<file path="config.mk">
export PLATFORM = sky130hd
export DESIGN_NAME = hsg_ctrl
export DESIGN_NICKNAME = d
export VERILOG_FILES = /design/src/hw/rtl/hsg_pkg.sv /design/src/hw/rtl/hsg_ctrl.sv
export SDC_FILE = /design/constraint.sdc
export NUM_CORES = 1
export LEC_CHECK = 0
export BUFFER_PORTS_ARGS = -buffer_cell sky130_fd_sc_hd__buf_2
export CAP_MARGIN = 20
export CORE_MARGIN = 2
export CORE_UTILIZATION = 51
export DETAILED_ROUTE_END_ITERATION = 7
export PLACE_DENSITY = 0.84
export SYNTH_ARGS = -nofsm -noshare
export SYNTH_HDL_FRONTEND = slang
export SYNTH_SLANG_ARGS = --single-unit
</file>
<file path="constraint.sdc">
create_clock -name clock -period 3 [get_ports clock]
set_input_delay 0.3 -clock clock [delete_from_list [all_inputs] [get_ports clock]]
set_output_delay 0.3 -clock clock [all_outputs]
set_load 0.02 [all_outputs]
</file>
<file path="src/hw/rtl/hsg_pkg.sv">
// ----------------------------------------------------------------------------
// hsg_pkg
// Shared types and constants for the Halton sequence generator.
// ----------------------------------------------------------------------------
package hsg_pkg;

   // default sizing
   localparam int MAX_DIGITS_DEF = 32;
   localparam int FRAC_BITS_DEF  = 32;

   // fixed field widths
   localparam int BASE_W     = 8;
   localparam int SEED_W     = 32;
   localparam int SAMPLE_W   = 32;
   localparam int REQ_DATA_W = 8;
   localparam int CSR_IDX_W  = 4;
   localparam int CSR_DATA_W = 32;

   // smallest usable radix; lower writes are taken as this
   localparam logic [BASE_W-1:0] BASE_MIN = BASE_W'(2);

   // register map
   typedef enum logic [CSR_IDX_W-1:0] {
      CSR_BASE  = CSR_IDX_W'(0),
      CSR_START = CSR_IDX_W'(1)
   } csr_reg_type;

   // controller -> datapath commands
   typedef struct packed {
      logic wr_base;      // latch radix, clear index, start weight build
      logic wr_start;     // latch seed
      logic load_start;   // clear index, start seed decomposition
      logic div_step;     // one restoring-division step
      logic build_store;  // store weight and (b-1)*weight, next digit
      logic load_mul;     // store seed digit, form digit*weight
      logic load_acc;     // accumulate product, next digit
      logic emit;         // sample taken, ripple starts at digit 0
      logic ripple;       // one carry-ripple step
   } ctrl_cmd_type;

   // datapath -> controller status
   typedef struct packed {
      logic div_last;     // final division step this cycle
      logic idx_last;     // digit pointer on the top digit
      logic quo_zero;     // quotient is zero, remaining digits are zero
      logic rip_fits;     // incremented digit stays below the radix
   } dp_status_type;

endpackage

</file>
<file path="src/hw/rtl/hsg_ctrl.sv">
// ----------------------------------------------------------------------------
// hsg_ctrl
// Sequencer for weight build, seed load, sample emit and index carry ripple.
// ----------------------------------------------------------------------------
module hsg_ctrl (
   input  logic                          clock,
   input  logic                          reset,
   input  logic                          csr_valid,
   output logic                          csr_ready,
   input  logic [hsg_pkg::CSR_IDX_W-1:0] csr_index,
   input  logic                          req_valid,
   output logic                          req_ready,
   input  logic                          req_restart,
   input  logic                          out_free,
   input  hsg_pkg::dp_status_type        status,
   output hsg_pkg::ctrl_cmd_type         cmd
);
   import hsg_pkg::*;

   typedef enum logic [7:0] {
      ST_IDLE   = 8'b0000_0001,
      ST_BDIV   = 8'b0000_0010,
      ST_BSTORE = 8'b0000_0100,
      ST_LDIV   = 8'b0000_1000,
      ST_LMUL   = 8'b0001_0000,
      ST_LACC   = 8'b0010_0000,
      ST_EMIT   = 8'b0100_0000,
      ST_RIPPLE = 8'b1000_0000
   } state_type;

   state_type state_ff, state_in;

   always_ff @(posedge clock) begin
      if (reset) begin
         state_ff <= ST_IDLE;
      end else begin
         state_ff <= state_in;
      end
   end

   always_comb begin
      state_in  = state_ff;
      cmd       = '0;
      csr_ready = 1'b0;
      req_ready = 1'b0;
      case (state_ff)
         ST_IDLE: begin
            csr_ready = 1'b1;
            req_ready = out_free && !csr_valid;
            if (csr_valid) begin
               if (csr_index == CSR_BASE) begin
                  cmd.wr_base = 1'b1;
                  state_in    = ST_BDIV;
               end else if (csr_index == CSR_START) begin
                  cmd.wr_start = 1'b1;
               end
            end else if (req_valid && out_free) begin
               if (req_restart) begin
                  cmd.load_start = 1'b1;
                  state_in       = ST_LDIV;
               end else begin
                  state_in = ST_EMIT;
               end
            end
         end
         ST_BDIV: begin
            cmd.div_step = 1'b1;
            if (status.div_last) begin
               state_in = ST_BSTORE;
            end
         end
         ST_BSTORE: begin
            cmd.build_store = 1'b1;
            state_in = status.idx_last ? ST_IDLE : ST_BDIV;
         end
         ST_LDIV: begin
            cmd.div_step = 1'b1;
            if (status.div_last) begin
               state_in = ST_LMUL;
            end
         end
         ST_LMUL: begin
            cmd.load_mul = 1'b1;
            state_in     = ST_LACC;
         end
         ST_LACC: begin
            cmd.load_acc = 1'b1;
            state_in = (status.idx_last || status.quo_zero) ? ST_EMIT : ST_LDIV;
         end
         ST_EMIT: begin
            cmd.emit = 1'b1;
            state_in = ST_RIPPLE;
         end
         ST_RIPPLE: begin
            cmd.ripple = 1'b1;
            if (status.rip_fits || status.idx_last) begin
               state_in = ST_IDLE;
            end
         end
         default: begin
            state_in = ST_IDLE;
         end
      endcase
   end

endmodule

</file>
==> metrics.yaml <==
status: "finished, final reports clean"
rsz0062_at_grt: "false"
area_delta_synth_final_pct: 19.2
post-cts-setup-buffers: 0
synth-edff-count: 0
clock_latency_ns: 0.26
post_cts_resize_count: 0
min_period_over_period: 0.752
antenna_found_initial: 0
slew_headroom: 0.616
p_leak_uw: 0.000430
synth_area_um2: 704
num_antenna_cells: 0
synthTopCellsByCount: "dfxtp_1 (8), nor2_1 (6), inv_1 (5), nor2b_1 (5), nor3_1 (5)"
worstPathArrival_ns: 1.96
yosys_warnings: 0
cp_top_family: "simple AND/OR/NAND/NOR gates"
fillerInstances: 114
cts.clk_slew.worst_paths_ns: 0.06
ir_worst_vdd_mv: 0.437
cts_buffer_depth: 2
setup_viol: 0
rows: 13
fin_nets: 117
finalHoldViolCount: 0
core_um2: 1300
top_register: "state_ff"
path_buf_inv: 1
drt-vias-per-instance: 6.34
hold_path_end: "state_ff[3]$_SDFFE_PP0P_"
dp.cells: 113
fin_skew_ns: 0.00268
hp-start: "reset"
synth_ff_type: "dfxtp_1"
cts_hold_buf: 0
min_path_type: "in2reg"
drive_above_1_share: 0.426
slowest_stage: "nor4_4"
wl_mm: 1.90
final_cells: 116
clock_sinks: 8
cts_tree: "built"
worst-endpoint-required_ns: 2.70
syn_area_per_cell_um2: 9.27
first_global_vias: 643
portBuffers: 24
synthTopCellsByArea: "dfxtp_1 (23%), nor4_4 (6.0%), nand4b_1 (5.0%)"
r2r_end: "state_ff[1]$_SDFFE_PP0P_"
synthCells: 76
reg2reg_slack_ns: 1.12
grt_pass1_wl_mm: 2.85
ant_nets: 0
synth_seq_cells: 8
largestRegisters: "state_ff x8"
drt-initial-drc-count: 22
start_util: 0.541
cap_violations: 0
ios: 25
synth_top_cell_by_area: "dfxtp_1"
gp_congestion: 0.844
ys_seq_area_frac: 0.227
vias: 735
power_density_nw_per_um2: 696
hold_depth: 2
tightest_slew_ns: 0.572
grt_use_total: 0.258
detail_route.wl_per_cell_um: 16.4
startpoint_type: "register"
period_minus_slack_ns: 2.26
first_pass_iters: 4
die_x_um: 41.2
finalSetupTns_ns: 0
async_reset_ff_frac: 0
route.detailed.drc: 0
place_hpwl_mm: 1.37
r2r_start: "state_ff[7]$_SDFFE_PP0P_"
reg2regPathDepth: 4
grt_overflow: 0
syn_nets: 90
fmax_mhz: 443
root_buffer: "clkbuf_4"
path_cells: "nor4_4, nand2_2, nor3b_2, and3_1, buf_2"
cts-buffers-inserted: 3
slowest_delay_ns: 0.59
h-tree-depth: 1
ys_types: 38
largest_reg_flops: 8
yosysTopAreaCellShare: 0.227
cp-end-kind: "primary output"
die-area_um2: 1690
critical_path.max_fanout: 9
slew_viol_final: 0
grt_max_degree: 10
synth_most_common_cell: "dfxtp_1"
die_h_um: 41.2
worstSetupPathType: "reg2out"
[per-layer routing]
metal / part of all wire / GRT usage
met2: 0.48 / 0.395
met4: 0.013 / 0.113
met1: 0.46 / 0.363
met3: 0.045 / 0.0272
met5: 0 / 0
[metrics by stage]
stage	power (uW)	hold slack, ns	utilization	instance area, um^2	worst slack, ns
6_report	584	0.264	0.645	840	0.744
2_1_floorplan	439	0.368	-	704	0.957
3_5_place_dp	489	0.530	0.628	817	1.03
5_1_grt	624	0.276	0.645	840	0.566
4_1_cts	580	0.258	0.645	840	0.747
3_3_place_gp	477	0.534	0.628	817	1.09
[cell usage in the layout (no fill, tap or decap), drive strengths merged, types with 3 or more instances in the layout]
cell type	n
nand2	4
nand3b	4
and3	5
nor4	4
nand4b	5
buf	24
inv	5
nor2	6
clkbuf	3
dfxtp	8
nand3	4
nor3	5
nor2b	5
[power by group]
group,internal (uW),total (uW),switching (uW)
Combinational,142,331,190
Sequential,124,166,42.8
Clock,46.1,86.6,40.6
Total,311,584,273
[area by class of cell]
class / count / area [um^2] / share of cell area
Sequential cell: 8 / 160 / 0.191
Multi-Input combinational cell: 61 / 499 / 0.595
Clock buffer: 3 / 22.5 / 0.0268
Inverter: 5 / 18.8 / 0.0224
Tap cell: 15 / 18.8 / 0.0224
Timing Repair Buffer: 24 / 120 / 0.143
[logic make-up (layout without fill, tap and decap cells)]
| family | after synthesis | in the layout | share of synthesized area |
|---|---|---|---|
| buf+inv | 7 | 32 | 0.0639 |
| mux | 1 | 1 | 0.0213 |
| xor+xnor | 1 | 1 | 0.0124 |
| simple gates | 49 | 49 | 0.533 |
| flops | 8 | 8 | 0.227 |
| compound gates | 10 | 10 | 0.142 |
[worst max-delay path by stage]
stage                             start     end  slack, ns  cells after the start
4_1_cts        state_ff[7]$_SDFFE_PP0P_  cmd[6]       0.75                      5
6_report       state_ff[7]$_SDFFE_PP0P_  cmd[6]       0.74                      5
3_5_place_dp   state_ff[7]$_SDFFE_PP0P_  cmd[6]       1.03                      5
3_3_place_gp   state_ff[7]$_SDFFE_PP0P_  cmd[6]       1.09                      5
5_1_grt        state_ff[7]$_SDFFE_PP0P_  cmd[6]       0.57                      5
2_1_floorplan  state_ff[1]$_SDFFE_PP0P_  cmd[6]       0.96                      5
Note: power is estimated with default switching activity, not from simulation.
